--- config.mk ---
export PLATFORM = sky130hd
export DESIGN_NAME = bracket_balance_checker_core_flat
export DESIGN_NICKNAME = d
export VERILOG_FILES = /design/src/bbc_pkg.sv /design/src/bbc_if.sv /design/src/bbc_stack.sv /design/src/bbc_pos.sv /design/src/bracket_balance_checker_core.sv /design/src/flat_wrapper.sv
export SDC_FILE = /design/constraint.sdc
export NUM_CORES = 1
export LEC_CHECK = 0
export BUFFER_PORTS_ARGS = -buffer_cell sky130_fd_sc_hd__buf_2
export CORE_UTILIZATION = 60
export DETAILED_ROUTE_END_ITERATION = 8
export GPL_TIMING_DRIVEN = 0
export PLACE_DENSITY = 0.78
export SKIP_CTS_REPAIR_TIMING = 1
export SLEW_MARGIN = 0
export SYNTH_ARGS = -nofsm -noshare
export SYNTH_HDL_FRONTEND = slang
export SYNTH_SLANG_ARGS = --single-unit
--- constraint.sdc ---
create_clock -name clk_i -period 9.4 [get_ports clk_i]
set_clock_uncertainty 0.1 [all_clocks]
set_input_delay 0 -clock clk_i [delete_from_list [all_inputs] [get_ports clk_i]]
set_output_delay 0 -clock clk_i [all_outputs]
set_load 0.005 [all_outputs]
--- src/bbc_pkg.sv ---
// shared constants, types and helpers for the bracket balance checker
`timescale 1ns / 1ps
package bbc_pkg;

  localparam int STACK_DEPTH    = 64;
  localparam int POSITION_WIDTH = 16;
  localparam int LVL_W          = $clog2(STACK_DEPTH + 1);
  localparam int ADDR_W         = $clog2(STACK_DEPTH);

  localparam logic [POSITION_WIDTH-1:0] POS_MAX = {POSITION_WIDTH{1'b1}};

  localparam logic [2:0] VERDICT_OK         = 3'd0;
  localparam logic [2:0] VERDICT_NO_OPENER  = 3'd1;
  localparam logic [2:0] VERDICT_MISMATCH   = 3'd2;
  localparam logic [2:0] VERDICT_NO_CLOSER  = 3'd3;
  localparam logic [2:0] VERDICT_OVERFLOW   = 3'd4;

  localparam logic [1:0] KIND_PAREN = 2'd0;
  localparam logic [1:0] KIND_BRACK = 2'd1;
  localparam logic [1:0] KIND_BRACE = 2'd2;
  localparam logic [1:0] KIND_NONE  = 2'd3;

  localparam logic [7:0] CH_LPAREN  = 8'h28;
  localparam logic [7:0] CH_RPAREN  = 8'h29;
  localparam logic [7:0] CH_LBRACK  = 8'h5B;
  localparam logic [7:0] CH_RBRACK  = 8'h5D;
  localparam logic [7:0] CH_LBRACE  = 8'h7B;
  localparam logic [7:0] CH_RBRACE  = 8'h7D;
  localparam logic [7:0] CH_NEWLINE = 8'h0A;

  typedef struct packed {
    logic       push;
    logic       pop;
    logic       clear;
    logic [1:0] kind;
  } stk_cmd_t;

  typedef struct packed {
    logic [LVL_W-1:0] level;
    logic [1:0]       tos;
    logic [1:0]       below;
  } stk_stat_t;

  function automatic logic [1:0] opener_kind(input logic [7:0] c);
    logic [1:0] k;
    case (c)
      CH_LPAREN: k = KIND_PAREN;
      CH_LBRACK: k = KIND_BRACK;
      CH_LBRACE: k = KIND_BRACE;
      default:   k = KIND_NONE;
    endcase
    return k;
  endfunction

  function automatic logic [1:0] closer_kind(input logic [7:0] c);
    logic [1:0] k;
    case (c)
      CH_RPAREN: k = KIND_PAREN;
      CH_RBRACK: k = KIND_BRACK;
      CH_RBRACE: k = KIND_BRACE;
      default:   k = KIND_NONE;
    endcase
    return k;
  endfunction

  function automatic logic [7:0] kind_char(input logic [1:0] k);
    logic [7:0] c;
    case (k)
      KIND_PAREN: c = CH_LPAREN;
      KIND_BRACK: c = CH_LBRACK;
      KIND_BRACE: c = CH_LBRACE;
      default:    c = 8'h00;
    endcase
    return c;
  endfunction

endpackage

--- src/bbc_if.sv ---
// input and output word channels of the bracket balance checker
`timescale 1ns / 1ps
interface bbc_in_if;
  logic       valid;
  logic       ready;
  logic [7:0] char_code;
  logic       end_of_text;

  modport source (output valid, output char_code, output end_of_text, input ready);
  modport sink   (input valid, input char_code, input end_of_text, output ready);
endinterface

interface bbc_out_if;
  logic        valid;
  logic        ready;
  logic [2:0]  verdict;
  logic [15:0] error_line;
  logic [15:0] error_column;
  logic [7:0]  error_char;

  modport source (output valid, output verdict, output error_line, output error_column,
                  output error_char, input ready);
  modport sink   (input valid, input verdict, input error_line, input error_column,
                  input error_char, output ready);
endinterface

--- src/bbc_stack.sv ---
// bracket stack: top entry in a register, the rest in a synchronous ram that is read ahead at the entry under the top
`timescale 1ns / 1ps
module bbc_stack
  import bbc_pkg::*;
(
  input  logic      clk_i,
  input  logic      rst_ni,
  input  stk_cmd_t  cmd_i,
  output stk_stat_t stat_o
);

  logic [1:0]       mem [STACK_DEPTH];
  logic [LVL_W-1:0] level_q, level_d;
  logic [1:0]       tos_q, tos_d;
  logic [1:0]       rd_q;
  logic             fwd_q, fwd_d;
  logic [1:0]       fwd_data_q;
  logic             wr_en;
  logic [ADDR_W-1:0] wr_addr, rd_addr;
  logic [1:0]       below;

  assign below   = fwd_q ? fwd_data_q : rd_q;
  assign wr_en   = cmd_i.push && (level_q != '0);
  assign wr_addr = ADDR_W'(level_q - LVL_W'(1));

  always_comb begin
    level_d = level_q;
    tos_d   = tos_q;
    if (cmd_i.push) begin
      level_d = level_q + LVL_W'(1);
      tos_d   = cmd_i.kind;
    end else if (cmd_i.pop) begin
      level_d = level_q - LVL_W'(1);
      tos_d   = below;
    end
    if (cmd_i.clear) begin
      level_d = '0;
    end
  end

  // entry just under the top for the next level
  assign rd_addr = ADDR_W'(level_d - LVL_W'(2));
  assign fwd_d   = wr_en && (wr_addr == rd_addr);

  always_ff @(posedge clk_i) begin
    if (wr_en) begin
      mem[wr_addr] <= tos_q;
    end
    rd_q <= mem[rd_addr];
  end

  always_ff @(posedge clk_i) begin
    fwd_data_q <= tos_q;
    tos_q      <= tos_d;
  end

  always_ff @(posedge clk_i or negedge rst_ni) begin
    if (!rst_ni) begin
      level_q <= '0;
      fwd_q   <= 1'b0;
    end else begin
      level_q <= level_d;
      fwd_q   <= fwd_d;
    end
  end

  assign stat_o.level = level_q;
  assign stat_o.tos   = tos_q;
  assign stat_o.below = below;

endmodule

--- src/bbc_pos.sv ---
// saturating line and column counters
`timescale 1ns / 1ps
module bbc_pos
  import bbc_pkg::*;
(
  input  logic                      clk_i,
  input  logic                      rst_ni,
  input  logic                      step_i,
  input  logic                      newline_i,
  input  logic                      clear_i,
  output logic [POSITION_WIDTH-1:0] line_o,
  output logic [POSITION_WIDTH-1:0] column_o
);

  logic [POSITION_WIDTH-1:0] line_q, line_d;
  logic [POSITION_WIDTH-1:0] col_q, col_d;
  logic [POSITION_WIDTH-1:0] line_inc, col_inc;

  assign line_inc = (line_q == POS_MAX) ? POS_MAX : line_q + POSITION_WIDTH'(1);
  assign col_inc  = (col_q == POS_MAX) ? POS_MAX : col_q + POSITION_WIDTH'(1);

  always_comb begin
    line_o   = line_q;
    column_o = col_q;
    if (step_i) begin
      if (newline_i) begin
        line_o   = line_inc;
        column_o = '0;
      end else begin
        column_o = col_inc;
      end
    end
    line_d = clear_i ? POSITION_WIDTH'(1) : line_o;
    col_d  = clear_i ? '0 : column_o;
  end

  always_ff @(posedge clk_i or negedge rst_ni) begin
    if (!rst_ni) begin
      line_q <= POSITION_WIDTH'(1);
      col_q  <= '0;
    end else begin
      line_q <= line_d;
      col_q  <= col_d;
    end
  end

endmodule

--- src/bracket_balance_checker_core.sv ---
// top level: bracket balance checker with stack ram, position counters and verdict register
// the verdict is registered from the word marked end_of_text and is on the output in the cycle after that word is taken
// throughput: one word per cycle while no verdict waits on a stalled receiver; the top of stack
//   sits in a register and the ram is read ahead at the entry under it, with write forwarding
// reset: all control state clears at once; the stack ram needs no clearing pass
// after each verdict the state returns to its reset values for the next text
`timescale 1ns / 1ps
module bracket_balance_checker_core
  import bbc_pkg::*;
(
  input  logic            clk_i,
  input  logic            rst_ni,
  bbc_in_if.sink          in_i,
  bbc_out_if.source       out_o
);

  logic                      acc, live, last;
  logic [7:0]                c;
  logic [1:0]                ok_k, ck_k;
  logic                      is_open, is_close, is_full, is_empty;
  stk_cmd_t                  cmd;
  stk_stat_t                 stat;
  logic [POSITION_WIDTH-1:0] line_cur, col_cur;
  logic [2:0]                err_q, err_d;
  logic [7:0]                byte_q, byte_d;
  logic [POSITION_WIDTH-1:0] outer_line_q, outer_line_d, outer_col_q, outer_col_d;
  logic [1:0]                tos_nx;
  logic                      open_left;

  logic        out_valid_q;
  logic [2:0]  verdict_q, verdict_d;
  logic [15:0] line_out_q, line_out_d, col_out_q, col_out_d;
  logic [7:0]  char_out_q, char_out_d;

  assign in_i.ready = !out_valid_q || out_o.ready;
  assign acc        = in_i.valid && in_i.ready;
  assign c          = in_i.char_code;
  assign last       = in_i.end_of_text;
  assign live       = acc && (err_q == VERDICT_OK);
  assign ok_k       = opener_kind(c);
  assign ck_k       = closer_kind(c);
  assign is_open    = ok_k != KIND_NONE;
  assign is_close   = ck_k != KIND_NONE;
  assign is_full    = stat.level == LVL_W'(STACK_DEPTH);
  assign is_empty   = stat.level == '0;

  assign cmd.push  = live && is_open && !is_full;
  assign cmd.pop   = live && is_close && !is_empty;
  assign cmd.clear = acc && last;
  assign cmd.kind  = ok_k;

  bbc_stack u_stack (
    .clk_i  (clk_i),
    .rst_ni (rst_ni),
    .cmd_i  (cmd),
    .stat_o (stat)
  );

  bbc_pos u_pos (
    .clk_i     (clk_i),
    .rst_ni    (rst_ni),
    .step_i    (live),
    .newline_i (c == CH_NEWLINE),
    .clear_i   (acc && last),
    .line_o    (line_cur),
    .column_o  (col_cur)
  );

  always_comb begin
    err_d        = err_q;
    byte_d       = byte_q;
    outer_line_d = outer_line_q;
    outer_col_d  = outer_col_q;
    if (live) begin
      if (is_open && is_full) begin
        err_d  = VERDICT_OVERFLOW;
        byte_d = c;
      end else if (is_close && is_empty) begin
        err_d  = VERDICT_NO_OPENER;
        byte_d = c;
      end else if (is_close && (stat.tos != ck_k)) begin
        err_d  = VERDICT_MISMATCH;
        byte_d = c;
      end
      if (cmd.push && is_empty) begin
        outer_line_d = line_cur;
        outer_col_d  = col_cur;
      end
    end

    tos_nx    = cmd.push ? ok_k : (cmd.pop ? stat.below : stat.tos);
    open_left = cmd.push || (cmd.pop ? (stat.level != LVL_W'(1)) : !is_empty);

    if (err_d != VERDICT_OK) begin
      verdict_d  = err_d;
      line_out_d = 16'(line_cur);
      col_out_d  = 16'(col_cur);
      char_out_d = byte_d;
    end else if (open_left) begin
      verdict_d  = VERDICT_NO_CLOSER;
      line_out_d = 16'(outer_line_d);
      col_out_d  = 16'(outer_col_d);
      char_out_d = kind_char(tos_nx);
    end else begin
      verdict_d  = VERDICT_OK;
      line_out_d = '0;
      col_out_d  = '0;
      char_out_d = '0;
    end
  end

  always_ff @(posedge clk_i or negedge rst_ni) begin
    if (!rst_ni) begin
      err_q        <= VERDICT_OK;
      byte_q       <= '0;
      outer_line_q <= '0;
      outer_col_q  <= '0;
      out_valid_q  <= 1'b0;
    end else begin
      if (acc && last) begin
        err_q        <= VERDICT_OK;
        byte_q       <= '0;
        outer_line_q <= '0;
        outer_col_q  <= '0;
        out_valid_q  <= 1'b1;
      end else begin
        err_q        <= err_d;
        byte_q       <= byte_d;
        outer_line_q <= outer_line_d;
        outer_col_q  <= outer_col_d;
        if (out_o.ready) begin
          out_valid_q <= 1'b0;
        end
      end
    end
  end

  always_ff @(posedge clk_i) begin
    if (acc && last) begin
      verdict_q  <= verdict_d;
      line_out_q <= line_out_d;
      col_out_q  <= col_out_d;
      char_out_q <= char_out_d;
    end
  end

  assign out_o.valid        = out_valid_q;
  assign out_o.verdict      = verdict_q;
  assign out_o.error_line   = line_out_q;
  assign out_o.error_column = col_out_q;
  assign out_o.error_char   = char_out_q;

  a_level_bound: assert property (@(posedge clk_i) disable iff (!rst_ni)
    stat.level <= LVL_W'(STACK_DEPTH))
    else $error("stack level beyond depth");

  a_no_stack_after_err: assert property (@(posedge clk_i) disable iff (!rst_ni)
    (err_q != VERDICT_OK) |-> !(cmd.push || cmd.pop))
    else $error("stack moved after a latched error");

  a_verdict_follows: assert property (@(posedge clk_i) disable iff (!rst_ni)
    (acc && last) |=> (out_valid_q && (stat.level == '0) && (err_q == VERDICT_OK)))
    else $error("no verdict or state not cleared after last word");

  a_ok_fields_zero: assert property (@(posedge clk_i) disable iff (!rst_ni)
    (out_valid_q && (verdict_q == VERDICT_OK)) |->
      ((line_out_q == '0) && (col_out_q == '0) && (char_out_q == '0)))
    else $error("ok verdict with nonzero position");

endmodule

--- src/flat_wrapper.sv ---
// flat-port wrapper written by rule: the top's interface ports become plain ports
module bracket_balance_checker_core_flat import bbc_pkg::*;
  (clk_i, rst_ni, in_i_valid, in_i_char_code, in_i_end_of_text, in_i_ready, out_o_valid, out_o_verdict, out_o_error_line, out_o_error_column, out_o_error_char, out_o_ready);
  bbc_in_if in_i_i ();
  bbc_out_if out_o_i ();
  input  logic clk_i;
  input  logic rst_ni;
  input wire logic [$bits(in_i_i.valid)-1:0] in_i_valid;
  input wire logic [$bits(in_i_i.char_code)-1:0] in_i_char_code;
  input wire logic [$bits(in_i_i.end_of_text)-1:0] in_i_end_of_text;
  output wire logic [$bits(in_i_i.ready)-1:0] in_i_ready;
  output wire logic [$bits(out_o_i.valid)-1:0] out_o_valid;
  output wire logic [$bits(out_o_i.verdict)-1:0] out_o_verdict;
  output wire logic [$bits(out_o_i.error_line)-1:0] out_o_error_line;
  output wire logic [$bits(out_o_i.error_column)-1:0] out_o_error_column;
  output wire logic [$bits(out_o_i.error_char)-1:0] out_o_error_char;
  input wire logic [$bits(out_o_i.ready)-1:0] out_o_ready;
  assign in_i_i.valid = in_i_valid;
  assign in_i_i.char_code = in_i_char_code;
  assign in_i_i.end_of_text = in_i_end_of_text;
  assign in_i_ready = in_i_i.ready;
  assign out_o_valid = out_o_i.valid;
  assign out_o_verdict = out_o_i.verdict;
  assign out_o_error_line = out_o_i.error_line;
  assign out_o_error_column = out_o_i.error_column;
  assign out_o_error_char = out_o_i.error_char;
  assign out_o_i.ready = out_o_ready;
  bracket_balance_checker_core u_core (.clk_i(clk_i), .rst_ni(rst_ni), .in_i(in_i_i), .out_o(out_o_i));
endmodule
# Word level (Yosys, flattened, before mapping)
# Memories as Yosys holds them, arrays and structs flattened. A register that Yosys moved wholly into a read port is not among the register bits.
# Index checks and enable logic that the tools add are counted.
[totals]
register_bits = 131
latch_bits = 0
ram_bits = 128
romBits = 0
inputBits = 13
out_inout_bits = 45
wordCells = 108
n_memories = 1
[memory_table]
columns = ["memory", "words", "width", "read_ports", "rd_ports_with_merged_regs", "wr", "line", "text"]
rows = [
  ["u_core.u_stack.mem", 64, 2, 1, 1, 1, "bbc_stack.sv:12", "logic [1:0] mem [STACK_DEPTH];"],
]
[op_classes]
addsub = 5
n_mul = 0
div = 0
magnitude_cmp = 0
n_eq_ne = 17
n_shift = 0
mux = 46
bitwise = 0
n_reduce_logical = 24
[op_table]
columns = ["operator", "n"]
rows = [
  ["2-to-1 mux 16 bit", 18],
  ["2-to-1 mux 8 bit", 6],
  ["adder 16 x 1 -> 16 bit, second input constant", 2],
  ["== test 16 bit, second input constant", 2],
  ["== test 8 x 7 -> 1 bit, second input constant", 4],
  ["2-to-1 mux 7 bit", 4],
  ["case mux 7 bit (3 select lines)", 1],
  ["2-to-1 mux 3 bit", 6],
  ["== test 8 x 6 -> 1 bit, second input constant", 2],
  ["logical AND 1 bit", 13],
  ["case mux 2 bit (3 select lines)", 2],
  ["== test 8 x 4 -> 1 bit, second input constant", 1],
  ["2-to-1 mux 2 bit", 4],
  ["adder 7 x 1 -> 7 bit, second input constant", 1],
  ["== test 7 bit, second input constant", 1],
  ["zero test 7 bit", 1],
  ["inequality test 7 x 1 -> 1 bit, second input constant", 1],
  ["nonzero test 7 bit", 1],
  ["subtractor 7 x 1 -> 7 bit, second input constant", 1],
  ["== test 6 bit", 1],
  ["subtractor 6 x 2 -> 6 bit, second input constant", 1],
  ["2-to-1 mux 1 bit", 5],
  ["inequality test 2 bit, second input constant", 2],
  ["zero test 1 bit", 3],
  ["8 further kinds", 9],
]

# Logic depth before layout (Yosys ltp)
[depth]
depth_word = 12
depth_mapped = 18
depth_no_buf = 15

# By module
# From an unflattened synthesis, not the netlist that was laid out.
[hier_totals]
cells_unflattened = 1177
hier_area_um2 = 12455.7
[modules_own_cells]
columns = ["module", "instances", "cells_per_inst", "area_each_um2", "seq_area_each_um2"]
rows = [
  ["bbc_stack", 1, 544, 6294.8, 4184.0],
  ["bracket_balance_checker_core", 1, 391, 4102.7, 2392.3],
  ["bbc_pos", 1, 242, 2058.2, 802.0],
]

# Worst setup path after synthesis
# OpenSTA, ideal clock, no wires.
[synth_timing]
path_kind = "register -> register"
start = "register u_core.u_stack.level_q[0]"
end = "register u_core.u_stack.rd_q[0], read port of u_core.u_stack.mem"
setup_time_ns = 0.120
t_arrival_ns = 3.456
required_ns = 9.180
path_slack_ns = 5.725
path_stages_with_launch = 19
n_path_buf = 3
period_less_slack_ns = 3.675
path_cell_list = "dfrtp_1 -> inv_1 -> ha_1 -> nand2b_1 -> nor3_4 -> a211oi_2 -> buf_4 -> mux2i_1 -> nand3_2 -> inv_2 -> clkbuf_1 -> ha_1 -> xor2_2 -> nand2b_1 -> clkbuf_1 -> o22ai_1 -> a221oi_1 -> o22ai_1 -> a211o_1"
[synth_via]
elab_chain_len = 7
elab_cells_between_ends = 12
cone_classes = "3 x add/sub; 1 x eq/ne; 3 x mux; 5 x reduce/logical"
[synth_lines]
columns = ["element", "line", "text"]
rows = [
  ["from (decl)", "bbc_stack.sv:13", "logic [LVL_W-1:0] level_q, level_d;"],
  ["from (signal assigned)", "bbc_stack.sv:62", "level_q <= level_d;"],
  ["parallel branches: the longest is 4 deep, another holds subtractor 7 x 1 -> 7 bit", "-", ""],
  ["2-to-1 mux 7 bit (*)", "bbc_stack.sv:29", "if (cmd_i.push) begin"],
  ["2-to-1 mux 7 bit (*)", "bbc_stack.sv:36", "if (cmd_i.clear) begin"],
  ["subtractor 6 x 2 -> 6 bit (*)", "bbc_stack.sv:42", "assign rd_addr = ADDR_W'(level_d - LVL_W'(2));"],
  ["to (decl)", "bbc_stack.sv:15", "logic [1:0] rd_q;"],
]
# Mark *: on every way between the ends.
# A chain may end at the register's enable or synchronous reset.

# Worst setup path in the final report
[layout_timing]
start = "register u_core.err_q[1]"
end = "register u_core.u_stack.rd_q[1], read port of u_core.u_stack.mem"
[layout_via]
elab_chain_len = 8
elab_cells_between_ends = 10
cone_classes = "1 x add/sub; 3 x mux; 6 x reduce/logical"
[layout_lines]
columns = ["element", "line", "text"]
rows = [
  ["from (decl)", "bracket_balance_checker_core.sv:24", "logic [2:0] err_q, err_d;"],
  ["from (signal assigned)", "bracket_balance_checker_core.sv:127", "err_q <= err_d;"],
  ["zero test 3 bit (*)", "bracket_balance_checker_core.sv:39", "assign live = acc && (err_q == VERDICT_OK);"],
  ["logical AND 1 bit (*)", "bracket_balance_checker_core.sv:39", ""],
  ["logical AND 1 bit (2 in series)", "bracket_balance_checker_core.sv:48", "assign cmd.pop = live && is_close && !is_empty;"],
  ["2-to-1 mux 7 bit", "bbc_stack.sv:32", "end else if (cmd_i.pop) begin"],
  ["2-to-1 mux 7 bit (*)", "bbc_stack.sv:29", ""],
  ["2-to-1 mux 7 bit (*)", "bbc_stack.sv:36", ""],
  ["subtractor 6 x 2 -> 6 bit (*)", "bbc_stack.sv:42", ""],
]
# Mark *: on every way between the ends. The rest lies on a longest branch, timed or not.

==> report_table.html <==
<table>
<tr><th>Metric</th><th>Value</th></tr>
<tr><th colspan="2">Routing</th></tr>
<tr><td>Routed via count</td><td>8962</td></tr>
<tr><td>Final antenna-violating net count</td><td>0</td></tr>
<tr><td>Uppermost layer routed</td><td>met4</td></tr>
<tr><td>Routed wirelength normalized by instance count</td><td>19.4 um</td></tr>
<tr><td>Total length of routed met2 wires</td><td>13.5 mm</td></tr>
<tr><td>Detailed-route DRC error count</td><td>0</td></tr>
<tr><td>Total wire length after detailed routing</td><td>28.5 mm</td></tr>
<tr><td>Metal1 wirelength</td><td>12.4 mm</td></tr>
<tr><td>Routed vias/inst</td><td>6.10</td></tr>
<tr><td>Number of detailed-routing iterations run before antenna repair</td><td>5</td></tr>
<tr><td>DR WL met3</td><td>2.11 mm</td></tr>
<tr><td>Initial DRC count</td><td>929</td></tr>
<tr><th colspan="2">Worst setup path</th></tr>
<tr><td>Crit Path Max Fanout</td><td>10</td></tr>
<tr><td>Critical Path End Type</td><td>flip-flop</td></tr>
<tr><td>Critical path startpoint category</td><td>flip-flop</td></tr>
<tr><td>Startpoint-to-endpoint class of the critical path</td><td>reg -&gt; reg</td></tr>
<tr><td>Worst endpoint required time</td><td>9.70 ns</td></tr>
<tr><td>Data arrival, critical path</td><td>5.13 ns</td></tr>
<tr><th colspan="2">Timing</th></tr>
<tr><td>Crit path time final</td><td>4.82 ns</td></tr>
<tr><td>Setup repair after global routing missed its margin</td><td>false</td></tr>
<tr><td>Final setup violation count</td><td>0</td></tr>
<tr><td>Final Slew Violations</td><td>0</td></tr>
<tr><td>Transition at the pin with the smallest max-transition slack</td><td>0.739 ns</td></tr>
<tr><td>Top achievable clock speed</td><td>0.207 GHz</td></tr>
<tr><td>Number of endpoints with negative hold slack in the final report</td><td>0</td></tr>
<tr><td>Slew Limit Headroom</td><td>0.506</td></tr>
<tr><td>Total negative slack for setup checks</td><td>0 ns</td></tr>
<tr><td>Period utilization</td><td>0.513</td></tr>
<tr><th colspan="2">Floorplanning</th></tr>
<tr><td>Core Box Area</td><td>0.0190 mm2</td></tr>
<tr><td>Number of rows created at floorplan</td><td>50</td></tr>
<tr><td>I/O pin count</td><td>58</td></tr>
<tr><td>Die area</td><td>0.0202 mm2</td></tr>
<tr><td>Height of the chip</td><td>142 um</td></tr>
<tr><td>Die Wd</td><td>142 um</td></tr>
<tr><td>Initial core utilization</td><td>0.620</td></tr>
<tr><th colspan="2">Power</th></tr>
<tr><td>Leakage power</td><td>5.30 nW</td></tr>
<tr><td>Peak ir drop on the vdd network</td><td>0.146 mV</td></tr>
<tr><td>Power density over the cells</td><td>179 mW/mm2</td></tr>
<tr><th colspan="2">Synth</th></tr>
<tr><td>Async set-or-reset flop fraction in the synthesized netlist</td><td>0.322</td></tr>
<tr><td>Post-Synthesis Net Count</td><td>1111</td></tr>
<tr><td>EDFF count, synth</td><td>171</td></tr>
<tr><td>Number of different library cells in the post-synthesis netlist</td><td>63</td></tr>
<tr><td>Proportion of netlist area held by the largest area contributor</td><td>0.437</td></tr>
<tr><td>Combined area of all synthesized cells</td><td>0.0118 mm2</td></tr>
<tr><td>Most frequent cell after synthesis</td><td>sky130_fd_sc_hd__nor2_1</td></tr>
<tr><td>Gate Count Post-Synth</td><td>1090</td></tr>
<tr><td>Top cells by count, synth</td><td>175 x sky130_fd_sc_hd__nor2_1, 171 x sky130_fd_sc_hd__edfxtp_1, 153 x sky130_fd_sc_hd__nand2_1</td></tr>
<tr><td>Area contributors post-synth</td><td>sky130_fd_sc_hd__edfxtp_1 44%, sky130_fd_sc_hd__dfrtp_1 18%, sky130_fd_sc_hd__nor2_1 5.6%, sky130_fd_sc_hd__a21oi_1 5.1%, sky130_fd_sc_hd__nand2_1 4.9%</td></tr>
<tr><td>Most frequently used flop master after synthesis</td><td>sky130_fd_sc_hd__edfxtp_1</td></tr>
<tr><td>Seq/Total Area, Yosys</td><td>0.626</td></tr>
<tr><td>Flops &amp; latches, synth</td><td>261</td></tr>
<tr><td>Cell type with the highest aggregate area in the netlist</td><td>sky130_fd_sc_hd__edfxtp_1</td></tr>
<tr><td>Mean cell area of the mapped netlist</td><td>10.8 um2</td></tr>
<tr><td>Warnings, synthesis</td><td>0</td></tr>
<tr><th colspan="2">Place</th></tr>
<tr><td>Global placement routability congestion</td><td>0.887</td></tr>
<tr><td>Port Buffer Count</td><td>57</td></tr>
<tr><td>DP HPWL</td><td>18.9 mm</td></tr>
<tr><td>DP Cell Count</td><td>1411</td></tr>
<tr><th colspan="2">Min path</th></tr>
<tr><td>Worst hold path type</td><td>in -&gt; reg</td></tr>
<tr><th colspan="2">Global routing</th></tr>
<tr><td>Global-route congestion overflow total</td><td>0</td></tr>
<tr><td>Largest net degree at the start of global routing</td><td>69</td></tr>
<tr><td>Number of antenna violations at the first check in global routing</td><td>0</td></tr>
<tr><td>Global Route Usage Sum</td><td>0.283</td></tr>
<tr><td>Global-route wire length before repair</td><td>43.7 mm</td></tr>
<tr><td>Vias in the first global route</td><td>8203</td></tr>
<tr><th colspan="2">Cells and area</th></tr>
<tr><td>Ratio of cells with drive above 1 in the final layout</td><td>0.115</td></tr>
<tr><td>Number of antenna cells inserted</td><td>0</td></tr>
<tr><td>Area added between synthesis and finish</td><td>13.8%</td></tr>
<tr><td>Number of nets in the layout</td><td>1211</td></tr>
<tr><td>Total of fill cells in the finished design</td><td>1374</td></tr>
<tr><td>Number of non-filler instances in the completed layout</td><td>1470</td></tr>
<tr><th colspan="2">Clocking</th></tr>
<tr><td>Clock latency of the later-clocked register in the worst-skew pair</td><td>0.53 ns</td></tr>
<tr><td>Clock transition at the registers of the reported paths</td><td>0.06 ns</td></tr>
<tr><td>Clock tree root driver cell</td><td>sky130_fd_sc_hd__clkbuf_16</td></tr>
<tr><td>Clock Tree Buf Depth</td><td>3</td></tr>
<tr><td>Number of buffers inserted during clock tree synthesis</td><td>26</td></tr>
<tr><td>CTS tree</td><td>yes</td></tr>
<tr><td>Number of clock sinks</td><td>261</td></tr>
<tr><td>H-tree depth</td><td>1</td></tr>
<tr><th colspan="2">Status</th></tr>
<tr><td>Result of the run</td><td>complete, no violations</td></tr>
<tr><th colspan="2">Run</th></tr>
<tr><td>Max Cap Violations</td><td>0</td></tr>
</table>
## sequential cells by signal, indices dropped and copies added (netlist names)
name,flops
u_core.out_o.valid,1
u_core.u_stack.tos_q,2
u_core.outer_col_q,16
u_core.out_o.error_column,16
u_core.byte_q,8
u_core.u_stack.mem,128
u_core.u_stack.fwd_q,1
u_core.u_pos.col_q,16
u_core.out_o.error_line,16
u_core.u_pos.line_q,16
u_core.out_o.error_char,8
u_core.u_stack.fwd_data_q,2
u_core.u_stack.rd_q,2
u_core.outer_line_q,16
u_core.err_q,3
u_core.out_o.verdict,3
u_core.u_stack.level_q,7
## final cells by class
type	count	area (um2)	area share
Inverter	14	52.6	0.00393
Clock inverter	7	33.8	0.00252
Buffer	60	277	0.0207
Tap cell	260	325	0.0243
Clock buffer	41	778	0.0582
Timing Repair Buffer	72	485	0.0363
Sequential cell	261	7360	0.550
Multi-Input combinational cell	755	4070	0.304
## through the flow
stage / instance area (um2) / setup WS (ns) / power (mW) / utilization / hold WS [ns]
floorplan: 11800 / 5.72 / 1.37 / - / -0.396
global placement: 12400 / 4.79 / 1.42 / 0.652 / 0.221
detailed placement: 12500 / 4.73 / 1.43 / 0.657 / -0.215
CTS: 13300 / 4.67 / 2.40 / 0.700 / -0.763
global route: 13400 / 4.34 / 2.46 / 0.706 / 0.00721
finish: 13400 / 4.58 / 2.40 / 0.706 / 0.00262
## report_power, final
group | internal (mW) | switching [mW]
registers | 1.26 | 0.0160
clock network | 0.566 | 0.418
logic | 0.0399 | 0.0951
total | 1.87 | 0.529
## cell usage in the layout, fill, tap and decap left out, types with 4 or more instances in the layout
master,n
sky130_fd_sc_hd__buf_1,5
sky130_fd_sc_hd__clkinv_2,6
sky130_fd_sc_hd__nand2b_1,5
sky130_fd_sc_hd__a211oi_1,8
sky130_fd_sc_hd__xnor2_1,14
sky130_fd_sc_hd__nand2_1,153
sky130_fd_sc_hd__o21ai_0,32
sky130_fd_sc_hd__xor2_1,10
sky130_fd_sc_hd__a22oi_1,18
sky130_fd_sc_hd__nor3_1,20
sky130_fd_sc_hd__and2_1,19
sky130_fd_sc_hd__edfxtp_1,171
sky130_fd_sc_hd__o22a_1,6
sky130_fd_sc_hd__nand3_1,31
sky130_fd_sc_hd__o22ai_1,16
sky130_fd_sc_hd__mux2i_1,11
sky130_fd_sc_hd__ha_1,8
sky130_fd_sc_hd__clkbuf_8,5
sky130_fd_sc_hd__dlygate4sd3_1,11
sky130_fd_sc_hd__a21oi_1,120
sky130_fd_sc_hd__buf_2,72
sky130_fd_sc_hd__inv_1,12
sky130_fd_sc_hd__nor2_1,175
sky130_fd_sc_hd__a22o_1,33
sky130_fd_sc_hd__dfxtp_1,4
sky130_fd_sc_hd__and3_1,13
sky130_fd_sc_hd__a221oi_1,6
sky130_fd_sc_hd__dfrtp_1,83
sky130_fd_sc_hd__clkbuf_16,27
sky130_fd_sc_hd__clkbuf_1,42
sky130_fd_sc_hd__a31oi_1,11
## per-layer routing
metal | up-vias | GRT usage
li1 | 4124 | -
met1 | 4434 | 0.416
met2 | 373 | 0.444
met3 | 31 | 0.0380
met4 | 0 | 0.0798
met5 | - | 0
## cell families (layout without fill, tap and decap cells)
group / count (synthesis) / count (layout) / synth area share
AND/OR/NAND/NOR: 442 / 442 / 0.165
buffers and inverters: 74 / 194 / 0.0279
multiplexers: 12 / 12 / 0.0103
AO/OA/AOI/OAI: 268 / 268 / 0.143
adder cells (fa/ha/maj): 8 / 8 / 0.00852
XOR/XNOR: 25 / 25 / 0.0193
flip-flops: 261 / 261 / 0.626
## final timing paths
check,slack [ns],from,cells past startpoint,endpoint
min reg2reg,0.42,u_core.outer_col_q[3],2,u_core.outer_col_q[3]
max in group asynchronous,7.65,rst_ni,4,u_core.u_pos.col_q[10]
min,0.003,in_i_char_code[7],4,u_core.u_stack.tos_q[0]
max,4.58,u_core.err_q[1],16,u_core.u_stack.rd_q[1]
max reg2reg,4.58,u_core.err_q[1],16,u_core.u_stack.rd_q[1]
min in group asynchronous,0.44,rst_ni,4,u_core.outer_col_q[2]
## worst max-delay path: stages (launching register included)
cell	delay, ns
sky130_fd_sc_hd__dfrtp_1	0.38
sky130_fd_sc_hd__nor3_1	0.27
sky130_fd_sc_hd__nand3_1	0.40
sky130_fd_sc_hd__a211oi_2	0.36
sky130_fd_sc_hd__buf_4	0.26
sky130_fd_sc_hd__mux2i_1	0.24
sky130_fd_sc_hd__nand3_2	0.21
sky130_fd_sc_hd__inv_2	0.20
sky130_fd_sc_hd__clkbuf_1	0.46
sky130_fd_sc_hd__ha_1	0.32
sky130_fd_sc_hd__xor2_2	0.13
sky130_fd_sc_hd__nand2b_1	0.11
sky130_fd_sc_hd__clkbuf_1	0.32
sky130_fd_sc_hd__o22ai_1	0.22
sky130_fd_sc_hd__a221oi_1	0.26
sky130_fd_sc_hd__o22ai_1	0.14
sky130_fd_sc_hd__a211o_1	0.31
Power figures use the tool's default switching activity.
